File: config.mk
export PLATFORM = sky130hd
export DESIGN_NAME = bmafm_width_cell
export DESIGN_NICKNAME = d
export VERILOG_FILES = /design/src/rtl/core/bmafm_pkg.sv /design/src/rtl/core/bmafm_width_cell.sv
export SDC_FILE = /design/constraint.sdc
export NUM_CORES = 1
export LEC_CHECK = 0
export BUFFER_PORTS_ARGS = -buffer_cell sky130_fd_sc_hd__buf_2
export CELL_PAD_IN_SITES_DETAIL_PLACEMENT = 1
export CELL_PAD_IN_SITES_GLOBAL_PLACEMENT = 2
export CORE_AREA = 2 2 358 360
export DETAILED_ROUTE_END_ITERATION = 16
export DIE_AREA = 0 0 360 362
export HOLD_SLACK_MARGIN = 0.15
export PLACE_DENSITY_LB_ADDON = 0.1
export SETUP_SLACK_MARGIN = 0.3
export SLEW_MARGIN = 10
export SYNTH_ARGS = -nofsm -noshare
export SYNTH_HDL_FRONTEND = slang
export SYNTH_SLANG_ARGS = --single-unit
export TNS_END_PERCENT = 30
File: constraint.sdc
create_clock -name clk -period 72.4 [get_ports clk]
set_input_delay 18.1 -clock clk [delete_from_list [all_inputs] [get_ports clk]]
set_output_delay 18.1 -clock clk [all_outputs]
set_load 0.005 [all_outputs]
File: src/rtl/core/bmafm_pkg.sv
// types, constants and widths shared by the minor-axis width pipeline
// no dependencies; imported by every module of rtl/core
package bmafm_pkg;

  // fraction bits of the width result and result width
  localparam int FRAC_BITS = 8;
  localparam int W_BITS    = 20;

  // scale of the outer radicand: 8 * 2^(2F) = 2^SH
  localparam int SH        = 3 + 2 * FRAC_BITS;

  // inner radicand d = 4*c^2 + dv^2 (all scaled by mass^2)
  localparam int D_BITS    = 171;
  // d scaled by 2^(2*SH), and its square root
  localparam int DD_BITS   = D_BITS + 2 * SH;
  localparam int R_BITS    = (DD_BITS + 1) / 2;
  localparam int RAD_BITS  = 2 * R_BITS;
  localparam int REM_BITS  = R_BITS + 2;

  // non-negative outer sum shifted by SH
  localparam int KS_BITS   = 85 + SH;
  localparam int M2_BITS   = 64;

  // compare width of the clamp test and the width search
  localparam int CB        = (R_BITS + 1 > KS_BITS) ? R_BITS + 1 : KS_BITS;
  localparam int PW        = ((KS_BITS > 104) ? KS_BITS : 104) + 2;

  // stream field widths
  localparam int IN_BITS   = 272;
  localparam int OUT_BITS  = 24;

  // side data carried along the square-root chain
  typedef struct packed {
    logic                neg;
    logic [KS_BITS-1:0]  ks;
    logic [M2_BITS-1:0]  m2;
  } pay_t;

  // square-root cell state
  typedef struct packed {
    logic                valid;
    logic [RAD_BITS-1:0] rad;
    logic [REM_BITS-1:0] rem;
    logic [R_BITS-1:0]   root;
    pay_t                pay;
  } sq_t;

  // width-search cell state
  typedef struct packed {
    logic                valid;
    logic                clamped;
    logic [KS_BITS-1:0]  v;
    logic [PW-1:0]       p;
    logic [PW-1:0]       qb;
    logic [PW-1:0]       mb;
    logic [W_BITS-1:0]   bm;
    logic [W_BITS-1:0]   w;
  } wc_t;

endpackage

File: src/rtl/core/bmafm_width_cell.sv
// one bit of the width search: largest w with (w*mass)^2 <= v
// depends on bmafm_pkg; chained W_BITS times, most significant bit first
module bmafm_width_cell (
  input  logic            clk,
  input  logic            rst,
  input  logic            en,
  input  bmafm_pkg::wc_t  d_in,
  output bmafm_pkg::wc_t  q
);
  import bmafm_pkg::*;

  logic [PW-1:0] cand;
  logic          take;
  wc_t           q_next;

  // candidate square grows by 2^(b+1)*w*m2 + 2^(2b)*m2
  always_comb begin
    cand   = d_in.p + d_in.qb + d_in.mb;
    take   = !d_in.clamped && (cand <= PW'(d_in.v));
    q_next    = d_in;
    q_next.p  = take ? cand : d_in.p;
    q_next.qb = take ? ((d_in.qb >> 1) + d_in.mb) : (d_in.qb >> 1);
    q_next.mb = d_in.mb >> 2;
    q_next.bm = d_in.bm >> 1;
    q_next.w  = take ? (d_in.w | d_in.bm) : d_in.w;
  end

  // cell register
  always_ff @(posedge clk) begin
    if (rst) begin
      q.valid <= 1'b0;
    end else if (en) begin
      q <= q_next;
    end
  end

endmodule

==> impl_metrics.sql <==
INSERT INTO impl_metrics (metric_group, metric, value, unit) VALUES
('finish', 'layout-drive-gt1-share', '27.7', '%'),
('clocking', 'cts_inserted_buffers', '60', ''),
('synthesis', 'postSynthCellCount', '3076', ''),
('setup_path', 'path_max_fanout', '67', ''),
('finish', 'final_core_utilization', '33.3', '%'),
('finish', 'registers.top_by_ff_count', 'q', ''),
('synthesis', 'dominant_combinational_cell_family_by_area_after_synthesis', 'adder cells', ''),
('die', 'die_area', '130000', 'µm²'),
('finish', 'largest_reg_flops', '461', ''),
('synthesis', 'synth-simple-area-share', '8.82', '%'),
('power', 'peak_supply_drop', '0.0195', 'mV'),
('synthesis', 'synth-edff-count', '460', ''),
('global_route', 'grt_pass1_vias', '30900', ''),
('clocking', 'cts.root.buffer_cell', 'sky130_fd_sc_hd__clkbuf_16', ''),
('detailed_routing', 'drcViolationCount', '0', ''),
('timing', 'final-max-slew-violation-count', '0', ''),
('placed_design', 'post-place-cells', '5567', ''),
('synthesis', 'synth_most_common_cell', 'sky130_fd_sc_hd__edfxtp_1', ''),
('worst_hold_path', 'timing.hold.worst.class', 'reg2reg', ''),
('clocking', 'cts-htree-levels', '2', ''),
('synthesis', 'cell_taking_the_most_area_after_synthesis', 'sky130_fd_sc_hd__edfxtp_1', ''),
('global_route', 'pin_count_of_the_biggest_net_entering_global_routing', '68', ''),
('status', 'run_status', 'finished clean', ''),
('detailed_routing', 'drt_pre_antenna_iters', '5', ''),
('placed_design', 'dp_slack', '43.22', 'ns'),
('flow_run', 'max_cap_viol_count', '0', ''),
('detailed_routing', 'routed_wl', '158000', 'µm'),
('timing', 'period_minus_slack', '28.02', 'ns'),
('timing', 'rsz0062_at_grt', 'no', ''),
('synthesis', 'proportion_of_netlist_area_held_by_the_largest_area_contributor', '41.0', '%'),
('synthesis', 'synth-async-reset-ratio', '0', '%'),
('timing', 'timing_hold_violations_final', '0', ''),
('clocking', 'cts_num_sinks', '461', ''),
('die', 'initial_core_util', '26.6', '%'),
('clocking', 'cts_tree', 'done', ''),
('finish', 'biggestRegsByFlops', 'q x461', ''),
('detailed_routing', 'final_antenna_net_count', '0', ''),
('clocking', 'clock_transition_at_the_registers_of_the_reported_paths', '0.06', 'ns'),
('detailed_routing', 'drt_first_iter_violations', '1480', ''),
('timing', 'min_period_over_period', '38.7', '%'),
('synthesis', 'cell_variety_after_synth', '76', ''),
('setup_path', 'startpoint_type', 'primary input', ''),
('placed_design', 'placement.io_buffers', '927', ''),
('die', 'fp.coreArea', '127000', 'µm²'),
('global_route', 'initial_antenna_violation_count', '51', ''),
('timing', 'skew', '0', 'ns'),
('synthesis', 'post_synth_instance_area', '33700', 'µm²'),
('clocking', 'post_cts_resized', '0', ''),
('power', 'p_per_area', '25.7', 'nW/µm²'),
('finish', 'final_non_filler_cells', '5685', ''),
('timing', 'achievable-frequency', '35.7', 'MHz'),
('timing', 'slew_headroom', '27.5', '%'),
('detailed_routing', 'route.vias.total', '28400', ''),
('power', 'cellLeakagePower', '17.9', 'nW'),
('die', 'fp-row-count', '131', ''),
('synthesis', 'synth_top_flop_cell', 'sky130_fd_sc_hd__edfxtp_1', ''),
('synthesis', 'yosys_register_bits', '461', ''),
('synthesis', 'synthTopCellsByArea', 'sky130_fd_sc_hd__edfxtp_1, sky130_fd_sc_hd__ha_1, sky130_fd_sc_hd__fa_1', ''),
('synthesis', 'yosys.area_share.adder', '18.0', '%'),
('setup_path', 'critical_path.endpoint_type', 'flip-flop', ''),
('die', 'vert_die_dim', '362', 'µm'),
('timing', 'setup_viol_count_final', '0', ''),
('power', 'power.total', '1.08', 'mW'),
('synthesis', 'count_of_yosys_warnings_during_synthesis', '0', ''),
('placed_design', 'dp.final_hpwl', '134000', 'µm'),
('synthesis', 'yosysSeqAreaShare', '41.0', '%'),
('synthesis', 'synth_xor_xnor_area_share', '5.35', '%'),
('global_route', 'grt_usage', '23.7', '%'),
('synthesis', 'synth_area_per_cell', '11.0', 'µm²'),
('clocking', 'clock_latency', '0.68', 'ns'),
('global_route', 'grt_first_pass_wirelength', '224000', 'µm');
==> critical path: stages <==
cell                       delay [ns]
sky130_fd_sc_hd__buf_2           0.13
sky130_fd_sc_hd__fa_1            0.47
sky130_fd_sc_hd__ha_1            0.26
sky130_fd_sc_hd__fa_1            0.44
sky130_fd_sc_hd__a211oi_1        0.35
sky130_fd_sc_hd__o211ai_1        0.24
sky130_fd_sc_hd__a31oi_1         0.38
sky130_fd_sc_hd__o211a_1         0.32
sky130_fd_sc_hd__o21ai_0         0.24
sky130_fd_sc_hd__a211o_1         0.40
sky130_fd_sc_hd__a31oi_1         0.63
sky130_fd_sc_hd__o21ai_0         0.40
sky130_fd_sc_hd__a21oi_1         0.43
sky130_fd_sc_hd__o31ai_1         0.21
sky130_fd_sc_hd__a221oi_1        0.36
sky130_fd_sc_hd__xnor2_1         0.16
sky130_fd_sc_hd__ha_1            0.32
sky130_fd_sc_hd__nand2_1         0.07
sky130_fd_sc_hd__nor4_1          0.40
sky130_fd_sc_hd__nand4_1         0.29
sky130_fd_sc_hd__nor4_1          0.69
sky130_fd_sc_hd__and2_1          0.25
sky130_fd_sc_hd__nor4b_1         0.37
sky130_fd_sc_hd__a31oi_1         0.24
sky130_fd_sc_hd__nor3_4          0.21
sky130_fd_sc_hd__buf_4           0.77
sky130_fd_sc_hd__buf_4           0.80
sky130_fd_sc_hd__mux2_2          0.41
==> path summary, 6_finish.rpt <==
check / from / end / slack, ns / depth (start not counted)
hold / removal: q[463] / q[463] / 0.49 / 2
hold reg to reg: q[463] / q[463] / 0.49 / 2
setup reg to reg: q[463] / q[463] / 71.82 / 2
setup / recovery: d_in[41] / q[263] / 44.38 / 28
==> cell usage in the layout (no fill, tap or decap), drive strengths merged, types with 9 or more instances in the layout <==
cell type,instances
nor3,35
nand4,94
o21a,30
ha,313
a21boi,11
xor2,67
edfxtp,460
a31oi,23
o211ai,20
a21o,141
nor2b,32
nand2,177
o31ai,18
and2,12
a211oi,22
nor4,15
and3,15
a21oi,312
clkinv,21
o21bai,51
a221oi,9
o21ai,168
bufinv,9
xnor2,139
buf,951
nand2b,19
inv,172
mux2,207
nand3,57
fa,107
clkbuf,75
nor2,119
or2,10
==> where the power goes <==
group | internal [mW] | switching, mW
clock network | 0.188 | 0.133
registers | 0.324 | 0.00562
logic | 0.163 | 0.270
==> final cells by class <==
type / count / area (µm²)
Clock buffer: 75 / 1600
Timing Repair Buffer: 951 / 4820
Fill cell: 14400 / 84500
Antenna cell: 8 / 20.0
Tap cell: 1662 / 2080
Multi-Input combinational cell: 2324 / 18700
Clock inverter: 35 / 443
Sequential cell: 461 / 13800
Inverter: 169 / 634
==> through the flow <==
step	hold WS (ns)	cell area, µm²
detailed placement	0.479	40100
global placement	0.480	40100
floorplan	0.485	33700
global route	0.512	42100
finish	0.491	42200
CTS	0.495	42100
==> logic make-up after synthesis <==
logic type / Yosys count
AO/OA/AOI/OAI: 879
AND/OR/NAND/NOR: 606
flip-flops: 461
adder cells (fa/ha/maj): 420
buffers and inverters: 293
multiplexers: 210
XOR/XNOR: 206
other: 1
==> routing by layer <==
metal	vias up	GRT usage, %	share of wire (%)
met1	14100	28.8	42
met3	206	6.20	6.2
met4	46	4.45	2.0
met2	736	42.1	50
li1	13400	-	-
met5	-	0	0.17
Note: power is estimated with default switching activity, not from simulation.
