File: src/rtl/core/bmafm_pkg.sv
// types, constants and widths shared by the minor-axis width pipeline
// no dependencies; imported by every module of rtl/core
package bmafm_pkg;

  // fraction bits of the width result and result width
  localparam int FRAC_BITS = 8;
  localparam int W_BITS    = 20;

  // scale of the outer radicand: 8 * 2^(2F) = 2^SH
  localparam int SH        = 3 + 2 * FRAC_BITS;

  // inner radicand d = 4*c^2 + dv^2 (all scaled by mass^2)
  localparam int D_BITS    = 171;
  // d scaled by 2^(2*SH), and its square root
  localparam int DD_BITS   = D_BITS + 2 * SH;
  localparam int R_BITS    = (DD_BITS + 1) / 2;
  localparam int RAD_BITS  = 2 * R_BITS;
  localparam int REM_BITS  = R_BITS + 2;

  // non-negative outer sum shifted by SH
  localparam int KS_BITS   = 85 + SH;
  localparam int M2_BITS   = 64;

  // compare width of the clamp test and the width search
  localparam int CB        = (R_BITS + 1 > KS_BITS) ? R_BITS + 1 : KS_BITS;
  localparam int PW        = ((KS_BITS > 104) ? KS_BITS : 104) + 2;

  // stream field widths
  localparam int IN_BITS   = 272;
  localparam int OUT_BITS  = 24;

  // side data carried along the square-root chain
  typedef struct packed {
    logic                neg;
    logic [KS_BITS-1:0]  ks;
    logic [M2_BITS-1:0]  m2;
  } pay_t;

  // square-root cell state
  typedef struct packed {
    logic                valid;
    logic [RAD_BITS-1:0] rad;
    logic [REM_BITS-1:0] rem;
    logic [R_BITS-1:0]   root;
    pay_t                pay;
  } sq_t;

  // width-search cell state
  typedef struct packed {
    logic                valid;
    logic                clamped;
    logic [KS_BITS-1:0]  v;
    logic [PW-1:0]       p;
    logic [PW-1:0]       qb;
    logic [PW-1:0]       mb;
    logic [W_BITS-1:0]   bm;
    logic [W_BITS-1:0]   w;
  } wc_t;

endpackage

File: src/rtl/core/bmafm_sqrt_cell.sv
// one root bit of the restoring square root of the scaled inner radicand
// depends on bmafm_pkg; chained R_BITS times in the top level
module bmafm_sqrt_cell (
  input  logic            clk,
  input  logic            rst,
  input  logic            en,
  input  bmafm_pkg::sq_t  d_in,
  output bmafm_pkg::sq_t  q
);
  import bmafm_pkg::*;

  logic [REM_BITS-1:0] rem_sh;
  logic [REM_BITS-1:0] trial;
  logic                ge;
  sq_t                 q_next;

  // bring down two radicand bits and test the next root bit
  always_comb begin
    rem_sh = {d_in.rem[REM_BITS-3:0], d_in.rad[RAD_BITS-1 -: 2]};
    trial  = {d_in.root, 2'b01};
    ge     = (rem_sh >= trial);
    q_next        = d_in;
    q_next.rad    = {d_in.rad[RAD_BITS-3:0], 2'b00};
    q_next.rem    = ge ? (rem_sh - trial) : rem_sh;
    q_next.root   = {d_in.root[R_BITS-2:0], ge};
  end

  // cell register
  always_ff @(posedge clk) begin
    if (rst) begin
      q.valid <= 1'b0;
    end else if (en) begin
      q <= q_next;
    end
  end

endmodule

File: config.mk
export PLATFORM = sky130hd
export DESIGN_NAME = bmafm_sqrt_cell
export DESIGN_NICKNAME = d
export VERILOG_FILES = /design/src/rtl/core/bmafm_pkg.sv /design/src/rtl/core/bmafm_sqrt_cell.sv
export SDC_FILE = /design/constraint.sdc
export NUM_CORES = 1
export LEC_CHECK = 0
export ABC_CLOCK_PERIOD_IN_PS = 91400
export BUFFER_PORTS_ARGS = -buffer_cell sky130_fd_sc_hd__buf_2
export CAP_MARGIN = 20
export CORE_AREA = 2 2 467 469
export DETAILED_ROUTE_END_ITERATION = 16
export DIE_AREA = 0 0 469 471
export PLACE_DENSITY = 0.39
export SLEW_MARGIN = 15
export SYNTH_ARGS = -nofsm -noshare
export SYNTH_HDL_FRONTEND = slang
export SYNTH_SLANG_ARGS = --single-unit
File: constraint.sdc
create_clock -name clk -period 91.4 [get_ports clk]
set_clock_uncertainty 0.1 [all_clocks]
set_input_delay 4.57 -clock clk [delete_from_list [all_inputs] [get_ports clk]]
set_output_delay 4.57 -clock clk [all_outputs]
set_load 0.05 [all_outputs]
==> summary.md, run 1 <==
| Metric | Value |
|---|---|
| Outcome | `finished, final reports clean` |
| Global Route Usage Sum | `0.188` |
| Cell Area, Synth | `27100 um^2` |
| Critical path arrival | `around 11000 ps` |
| Post-synth top area share | `0.653` |
| Slew headroom | `0.255` |
| Post-route DRC violation count | `0` |
| Setup tns final | `0 ps` |
| Synthesis-to-layout area growth | `45.4%` |
| Top cells by area, synth | `edfxtp_1, ha_1, a21oi_1, mux2_2, nand2_1` |
| Average size of a mapped cell | `about 13 um^2` |
| Comb power frac | `0.241` |
| Top reg by flops | `q` |
| Vias in the first global route | `around 23000` |
| Sequential Power Share | `0.368` |
| Share of cells above drive strength 1 | `0.432` |
| GRT busiest layer | `met2` |
| Count leader, synth | `edfxtp_1` |
| Fmax | `between 90 and 100 MHz` |
| Crit path required time | `between 90000 and 100000 ps` |
| Setup violators final | `0` |
| Met2 layer usage reported by global route | `0.367` |
| Crit path capture type | `register` |
| Power share of the clock group | `0.391` |
| Resized cells post-CTS | `0` |
| Setup repair bufs after CTS | `0` |
| Row count | `around 170` |
| RSZ-0062 raised after global routing | `no` |
| # H-tree levels | `3` |
| R2R Path Start | `q[591]` |
| Sw power | `312 uW` |
| Switch share | `0.350` |
| Crit path max fanout | `between 40 and 50` |
| Int Pwr | `roughly 580 uW` |
| Total chip power | `roughly 890 uW` |
| Number of flip-flops under the largest register name | `590` |
| Register bit count reported by yosys | `between 500 and 600` |
| Worst skew pair latency | `710 ps` |
| Post-synthesis sequential area ratio | `0.654` |
| Fill count | `between 20000 and 25000` |
| CTS sink count | `590` |
| Max Slew Vio Count | `0` |
| Starting DRT DRC Count | `between 1500 and 2000` |
| Hold WS | `around 420 ps` |
| IO Pins | `~1200` |
| DRT antenna net count | `0` |
| Synth Flop Type | `edfxtp_1` |
| # Max-Cap Violations | `0` |
| Drt total wl | `between 200 and 250 mm` |
| Hold buffer count at cts | `0` |
| Final Critical Period | `slightly above 10000 ps` |
| DIE HEIGHT | `471 um` |
| Final GP Congestion | `roughly 0.85` |
| CTS max path bufs | `3` |
| Crit path kind | `in2reg` |
| Yosys cell types | `76` |
| Core area | `216000 um^2` |
| First-pass GRT wire length | `264 mm` |
| Root Driver | `clkbuf_16` |
| DR vias | `23300` |
| Cell count after synthesis | `roughly 2000` |
| CP Launch Type | `primary input` |
| Min-Delay Path Class | `reg2reg` |
| GRT met1 Usage | `0.174` |
| Final Hold Fails | `0` |
| Die area | `221000 um^2` |
| Antenna violations before repair | `201` |
| Post-DP HPWL | `188 mm` |
| Post-place setup slack | `~81000 ps` |
| Number of port buffers | `about 1200` |
| Top cells by count, synth | `edfxtp_1, a21oi_1, nand2_1` |
| Tcrit/Tclk final | `0.112` |
| Die Wd | `roughly 470 um` |
| Largest net degree at the start of global routing | `68` |
| Biggest regs | `q x590` |
| Hold Startpoint | `q[591]` |
| Worst setup margin | `a little over 80000 ps` |
| LEAKAGE | `0.0157 uW` |
| Drt first pass iters | `6` |
| Post-synthesis async set-or-reset flop share | `0` |
| Layout Nets | `approximately 4000` |
| Post-synth EDFFs | `slightly below 600` |
| Pwr Density | `~23 nW/um^2` |
| CTS buffer count | `81` |
| CP startpoint | `d_in[184]` |
| Worst vdd ir | `around 0.013 mV` |
| CTS tree | `built` |
| GRT overflow | `0` |
| Worst-margin pin slew | `1110 ps` |
| WL/cell | `approximately 35 um` |
| Clock transition at path regs | `50 ps` |
| Met3 Use GR | `0.0762` |
| Yosys warnings | `0` |
| Initial core utilization | `0.125` |
| Synth area leader | `edfxtp_1` |
| Post-DR vias/cell | `about 3.7` |
-- per-stage QoR --
stage / std cells / instance area, um^2 / utilization
after global routing: 6191 / 39300 / 0.182
after global placement: 6025 / 36400 / 0.168
final: 6226 / 39400 / 0.182
after detailed placement: 6026 / 36400 / 0.168
after CTS: 6168 / 39200 / 0.181
after floorplan: 2045 / 27100 / -
-- cell families after synthesis --
logic type | count (synthesis) | synth area share
XOR/XNOR | 94 | 0.0304
other | 1 | 0.000138
AO/OA/AOI/OAI | 484 | 0.111
flip-flops | 590 | 0.654
adder cells (fa/ha/maj) | 107 | 0.0494
buffers and inverters | 216 | 0.0332
AND/OR/NAND/NOR | 464 | 0.0819
multiplexers | 88 | 0.0400
-- power by group through the flow --
| stage | clock network (uW) | registers, uW | logic (uW) |
|---|---|---|---|
| floorplan | 0 | 412 | 61.4 |
| global placement | 0 | 333 | 219 |
| detailed placement | 0 | 333 | 218 |
| CTS | 362 | 328 | 219 |
| global route | 370 | 330 | 225 |
| finish | 348 | 328 | 214 |
-- critical path, stage by stage --
cell,delay (ps)
buf_2,90
inv_1,50
ha_1,550
nand4_1,400
nor2_1,670
o211ai_1,610
a21oi_1,520
o2111ai_1,180
buf_4,220
a211oi_1,400
o211ai_1,160
and2_4,230
inv_4,540
buf_4,690
mux2_2,450
-- metal layers --
metal / vias up / routed length [um]
met3: 422 / 22000
li1: 10200 / -
met2: 1195 / 118000
met1: 11400 / 67700
met5: - / 460
met4: 70 / 8240
-- final cells by class --
class | count | area (um^2) | area share
repair buffers | 1207 | 6100 | 0.155
clock buffers | 96 | 2080 | 0.0529
multi-input cells | 1239 | 8510 | 0.216
clock inverters | 46 | 728 | 0.0185
diodes | 58 | 145 | 0.00369
flip-flops and latches | 590 | 17700 | 0.450
well taps | 2854 | 3570 | 0.0907
inverters | 136 | 513 | 0.0130
-- path summary, 6_finish.rpt --
path,endpoint,slack [ps],depth (start not counted)
setup reg to reg,q[591],90700,2
hold / removal,q[591],420,2
setup / recovery,q[304],81140,15
hold reg to reg,q[591],420,2
-- cell usage in the layout (no fill, tap or decap), drive strengths merged, types with 52 or more instances in the layout --
master and instances:
a21oi 180, buf 1207, clkbuf 96, diode 58
edfxtp 589, ha 107, inv 138, mux2 83
nand2 150, nand4 58, nor2 106, o21ai 102
xnor2 52
Power figures use the tool's default switching activity.
==> run 2, diff against run 1 <==
--- a/config.mk
+++ b/config.mk
@@ -5,13 +5,13 @@
 export SDC_FILE = /design/constraint.sdc
 export NUM_CORES = 1
 export LEC_CHECK = 0
-export ABC_CLOCK_PERIOD_IN_PS = 91400
+export ABC_CLOCK_PERIOD_IN_PS = 9300
 export BUFFER_PORTS_ARGS = -buffer_cell sky130_fd_sc_hd__buf_2
 export CAP_MARGIN = 20
-export CORE_AREA = 2 2 467 469
+export CORE_AREA = 2 2 457 459
 export DETAILED_ROUTE_END_ITERATION = 16
-export DIE_AREA = 0 0 469 471
-export PLACE_DENSITY = 0.39
+export DIE_AREA = 0 0 459 461
+export PLACE_DENSITY = 0.4
 export SLEW_MARGIN = 15
 export SYNTH_ARGS = -nofsm -noshare
 export SYNTH_HDL_FRONTEND = slang
==> constraint.sdc (replaced) <==
create_clock -name clk -period 9.3 [get_ports clk]
set_clock_uncertainty 0.1 [all_clocks]
set_input_delay 0.465 -clock clk [delete_from_list [all_inputs] [get_ports clk]]
set_output_delay 0.465 -clock clk [all_outputs]
set_load 0.05 [all_outputs]
==> summary.md, run 2 (same netlist as run 1, synthesis figures left out) <==
| Metric | Value |
|---|---|
| Outcome | `finished, final reports clean` |
| Post-route DRC violation count | `0` |
| Most frequent cells in the layout | `buf_2, edfxtp_1, dlygate4sd3_1, a21oi_1, nand2_1` |
| Final core utilization | `0.218` |
| Fmax | `roughly 160 MHz` |
| Total chip power | `about 8900 uW` |
| Crit path kind | `in2reg` |
| Crit path max fanout | `46` |
| Most common cell after layout, fill and taps aside | `buf_2` |
| Die Wd | `459 um` |
| Post-Place Cells | `a little under 6000` |
| Top cell family by delay on the critical path | `simple AND/OR/NAND/NOR gates` |
| CTS max path bufs | `3` |
| R2R Path Start | `q[591]` |
| FF-to-FF setup slack | `approximately 8000 ps` |
| LEAKAGE | `~0.018 uW` |
| Antenna violations before repair | `roughly 160` |
| CP max-delay cell | `nor4_2` |
| Drt total wl | `approximately 220 mm` |
| GRT overflow | `0` |
| Final Critical Period | `about 6400 ps` |
| Max incr delay on CP | `slightly below 700 ps` |
| Tcrit/Tclk final | `0.689` |
| Hold path cells | `1` |
| Largest net degree at the start of global routing | `approximately 150` |
| Biggest regs | `q x590` |
| Final Hold Fails | `0` |
| Post-place setup slack | `2510 ps` |
| Slew headroom | `0.295` |
| Layout Nets | `between 4000 and 5000` |
| Crit path required time | `between 9000 and 10000 ps` |
| Die area | `around 210000 um^2` |
| Number of port buffers | `about 1200` |
| Worst skew pair latency | `~720 ps` |
| Starting DRT DRC Count | `1595` |
| Min-Delay Path Class | `in2reg` |
| Post-DP HPWL | `~190 mm` |
| CP Launch Type | `primary input` |
| Number of flip-flops under the largest register name | `between 500 and 600` |
| DR vias | `roughly 26000` |
| Cell Area, Placed | `36200 um^2` |
| Clock transition at path regs | `60 ps` |
| Fin area | `between 40000 and 50000 um^2` |
| Core area | `206000 um^2` |
| First-pass GRT wire length | `between 200 and 300 mm` |
| DRT antenna net count | `0` |
| Drt first pass iters | `5` |
| Fill count | `between 20000 and 25000` |
| Crit path capture type | `register` |
| Row count | `between 150 and 200` |
| Critical path arrival | `approximately 6700 ps` |
| Worst r2r dst | `q[591]` |
| # Max-Cap Violations | `0` |
| Worst-margin pin slew | `1060 ps` |
| Worst-case reg-to-reg path depth | `3` |
| Root Driver | `clkbuf_16` |
| Post-DR vias/cell | `3.84` |
| DIE HEIGHT | `461 um` |
| Setup violators final | `0` |
| CTS tree | `built` |
| End of the worst hold path | `q[237]` |
| Resized cells post-CTS | `0` |
| Top reg by flops | `q` |
| CTS sink count | `approximately 600` |
| Share of cells above drive strength 1 | `0.367` |
| IO Pins | `approximately 1200` |
| Setup repair bufs after CTS | `0` |
| Hold Startpoint | `d_in[236]` |
| Worst vdd ir | `around 0.15 mV` |
| WL/cell | `33.2 um` |
| RSZ-0062 raised after global routing | `no` |
| CTS buffer count | `82` |
| Vias in the first global route | `~26000` |
| Global Route Usage Sum | `0.202` |
| Max Slew Vio Count | `0` |
| Pwr Density | `~200 nW/um^2` |
| Synthesis-to-layout area growth | `66.0%` |
| Worst setup margin | `~2900 ps` |
| Initial core utilization | `0.131` |
| CP bufs+invs | `6` |
| Final GP Congestion | `around 0.85` |
| Cell Count, Final, Fillers Out | `6673` |
| Crit-path cells | `dlygate4sd3_1 > buf_2 > inv_1 > ha_1 > inv_1 > nor3_1 > nand2_1 > nor4_2 > nand3_1 > nor4_2 > o41ai_2 > a21boi_4 > and2_4 > inv_4 > buf_4 > mux2_2` |
| # H-tree levels | `3` |
-- run 2: routing by layer --
metal,wire (um),GRT usage,vias up
met5,205,0,-
met4,9400,0.0669,30
met3,15200,0.0516,332
met2,118000,0.386,1189
met1,78700,0.212,12700
li1,-,-,11400
-- run 2: how the worst max path moves through the flow --
| stage | start | cells past startpoint | end | slack (ps) |
|---|---|---|---|---|
| final | d_in[262] | 16 | q[314] | 2900 |
| after global routing | d_in[266] | 16 | q[317] | 2550 |
| after CTS | d_in[266] | 16 | q[317] | 2720 |
| after global placement | d_in[266] | 15 | q[297] | 2530 |
| after detailed placement | d_in[266] | 15 | q[315] | 2510 |
| after floorplan | en | 1 | q[0] | -490 |
-- run 2: area by class of cell --
cell class              count  area, um^2  area share
flip-flops and latches    590       17700       0.394
repair buffers           1783       11900       0.266
multi-input cells        1239        8500       0.189
well taps                2704        3380      0.0753
clock buffers              98        2130      0.0475
clock inverters            54         589      0.0131
inverters                 136         513      0.0114
diodes                     69         173     0.00384
-- run 2: power breakdown --
group,internal [uW],switching (uW),leakage [uW],total [uW]
Combinational,675,1680,0.0112,2360
Clock,1900,1400,0.00131,3300
Sequential,3170,58.0,0.00553,3220
-- run 2: what timing repair did --
action | in CTS | in global routing
endpoints found under the setup margin | 0 | 0
hold buffers | 582 | 0
hold endpoints to repair | 582 | 0
-- run 2: stage by stage --
stage                     hold slack, ps  TNS, ps
after CTS                           2.37        0
after detailed placement             394        0
after global placement               387        0
final                               45.9        0
after global routing               0.807        0
after floorplan                      437  -288150
-- run 2: worst register-to-register path: cells and delay by family, from the launching register on --
kind / cells / cell delay (ps)
buffers and inverters: 1 / 550
DFF: 1 / 310
muxes: 1 / 130
and+or+nand+nor: 1 / 50
==> run 3, diff against run 2 <==
--- a/config.mk
+++ b/config.mk
@@ -5,7 +5,7 @@
 export SDC_FILE = /design/constraint.sdc
 export NUM_CORES = 1
 export LEC_CHECK = 0
-export ABC_CLOCK_PERIOD_IN_PS = 9300
+export ABC_CLOCK_PERIOD_IN_PS = 5850
 export BUFFER_PORTS_ARGS = -buffer_cell sky130_fd_sc_hd__buf_2
 export CAP_MARGIN = 20
 export CORE_AREA = 2 2 457 459
==> constraint.sdc (replaced) <==
create_clock -name clk -period 5.85 [get_ports clk]
set_clock_uncertainty 0.1 [all_clocks]
set_input_delay 0.2925 -clock clk [delete_from_list [all_inputs] [get_ports clk]]
set_output_delay 0.2925 -clock clk [all_outputs]
set_load 0.05 [all_outputs]
==> summary.md, run 3 (same netlist as run 1, synthesis figures left out) <==
| Metric | Value |
|---|---|
| Setup tns final | `0 ps` |
| First-pass GRT wire length | `between 200 and 300 mm` |
| Max Slew Vio Count | `0` |
| Core area | `~210000 um^2` |
| Crit path required time | `between 6000 and 7000 ps` |
| Slew headroom | `0.266` |
| Die area | `~210000 um^2` |
| Post-Place Cells | `~6000` |
| WL/cell | `approximately 33 um` |
| FF-to-FF setup slack | `about 4600 ps` |
| FF+latch area | `around 18000 um^2` |
| Drt first pass iters | `5` |
| Crit path max fanout | `21` |
| CP max-delay cell | `nor3_1` |
| Share of cells above drive strength 1 | `0.370` |
| Row count | `around 170` |
| Drt total wl | `approximately 220 mm` |
| LEAKAGE | `about 0.018 uW` |
| Synthesis-to-layout area growth | `67.3%` |
| Critical path arrival | `~5600 ps` |
| Die Wd | `459 um` |
| Number of port buffers | `1182` |
| CTS tree | `built` |
| Worst vdd ir | `0.212 mV` |
| Post-route DRC violation count | `0` |
| Root Driver | `clkbuf_16` |
| Crit path top cell by count | `o211ai_1` |
| Crit path kind | `in2reg` |
| Worst skew pair latency | `700 ps` |
| # H-tree levels | `3` |
| Max incr delay on CP | `around 860 ps` |
| Top reg by flops | `q` |
| Hold WS | `around 170 ps` |
| Starting DRT DRC Count | `2000` |
| Final core utilization | `0.219` |
| CP Launch Type | `primary input` |
| DRT antenna net count | `0` |
| Footprint of the multi-input gates | `between 8000 and 9000 um^2` |
| Global Route Usage Sum | `0.202` |
| Antenna violations before repair | `roughly 150` |
| Post-DR vias/cell | `3.88` |
| GRT overflow | `0` |
| Cell Count, Final, Fillers Out | `6700` |
| # Max-Cap Violations | `0` |
| Pwr Density | `~320 nW/um^2` |
| Setup violators final | `0` |
| CTS buffer count | `83` |
| Final Critical Period | `~5300 ps` |
| Post-DP HPWL | `193 mm` |
| RSZ-0062 raised after global routing | `no` |
| Min-Delay Path Class | `in2reg` |
| Fill count | `22600` |
| DR vias | `roughly 26000` |
| Outcome | `finished, final reports clean` |
| DIE HEIGHT | `approximately 460 um` |
| Clock transition at path regs | `around 60 ps` |
| Final Hold Fails | `0` |
| CTS max path bufs | `3` |
| Number of flip-flops under the largest register name | `slightly below 600` |
| Largest net degree at the start of global routing | `~120` |
| Hold path cells | `2` |
| Crit-path cells | `dlygate4sd3_1 > buf_2 > inv_1 > ha_1 > o211ai_1 > o211a_1 > nor3_1 > o211ai_1 > a21oi_1 > o2111ai_1 > buf_4 > a211oi_1 > o211ai_1 > buf_4 > nand3_1 > o21ai_0 > dlygate4sd3_1` |
| Vias in the first global route | `around 26000` |
| Biggest regs | `q x590` |
| Fmax | `approximately 190 MHz` |
| Worst-case reg-to-reg path depth | `3` |
| Initial core utilization | `0.131` |
| Crit path capture type | `register` |
| Most common cell after layout, fill and taps aside | `buf_2` |
| Final GP Congestion | `around 0.87` |
| Most frequent cells in the layout | `buf_2, dlygate4sd3_1, edfxtp_1, a21oi_1, nand2_1` |
| Tcrit/Tclk final | `0.899` |
| Worst-margin pin slew | `1090 ps` |
| Layout Nets | `roughly 4600` |
| IO Pins | `around 1200` |
| CTS sink count | `between 500 and 600` |
run 3: cell count changes in the layout (fill, tap and decap cells not counted), sizes merged:
| cell | previous run | this run |
|---|---|---|
| clkinv | 36 | 34 |
| buf | 1201 | 1229 |
| dlygate4sd3 | 582 | 592 |
| diode | 69 | 58 |
| bufinv | 9 | 10 |
| inv | 140 | 141 |
run 3: per-stage QoR:
step / setup slack, ps / cell area, um^2 / power, uW
final: 590 / 45300 / 14300
after global routing: 585 / 45200 / 14800
after CTS: 838 / 45200 / 14600
after detailed placement: 610 / 36400 / 8620
after global placement: 685 / 36400 / 8630
after floorplan: -3770 / 27100 / 7270
run 3: path summary, 6_finish.rpt:
kind                  start  endpoint
hold reg to reg      q[591]    q[591]
setup / recovery  d_in[169]    q[275]
setup reg to reg     q[591]    q[591]
hold / removal    d_in[146]    q[146]
run 3: final cells by class:
cell class / count / area share
Multi-Input combinational cell: 1239 / 0.188
Antenna cell: 58 / 0.00320
Timing Repair Buffer: 1821 / 0.271
Clock inverter: 54 / 0.0143
Sequential cell: 590 / 0.391
Tap cell: 2704 / 0.0747
Inverter: 136 / 0.0113
Clock buffer: 98 / 0.0476
run 3: worst max-delay path: cells and delay by family:
| family | cells | cell delay [ps] |
|---|---|---|
| buf+inv | 6 | 1880 |
| fa+ha+maj | 1 | 370 |
| simple gates | 2 | 1020 |
| compound gates | 8 | 1980 |
run 3: power breakdown:
group | internal [uW] | switching [uW] | leakage (uW) | total (uW)
Combinational | 1100 | 2690 | 0.0114 | 3790
Sequential | 5030 | 94.2 | 0.00553 | 5120
Clock | 3110 | 2290 | 0.00134 | 5400
Total | 9240 | 5070 | 0.0183 | 14300
run 3: what timing repair did:
action	CTS	global route
gates resized for setup	0	0
hold buffers	592	0
buffers inserted	0	0
hold endpoints to repair	593	0
run 3: per-layer routing:
metal / track usage / vias to the layer above / wire length, um
li1: - / 11400 / -
met2: 0.390 / 1211 / 120000
met4: 0.0576 / 44 / 7850
met3: 0.0561 / 355 / 15600
met5: 0 / - / 291
met1: 0.211 / 12900 / 79200
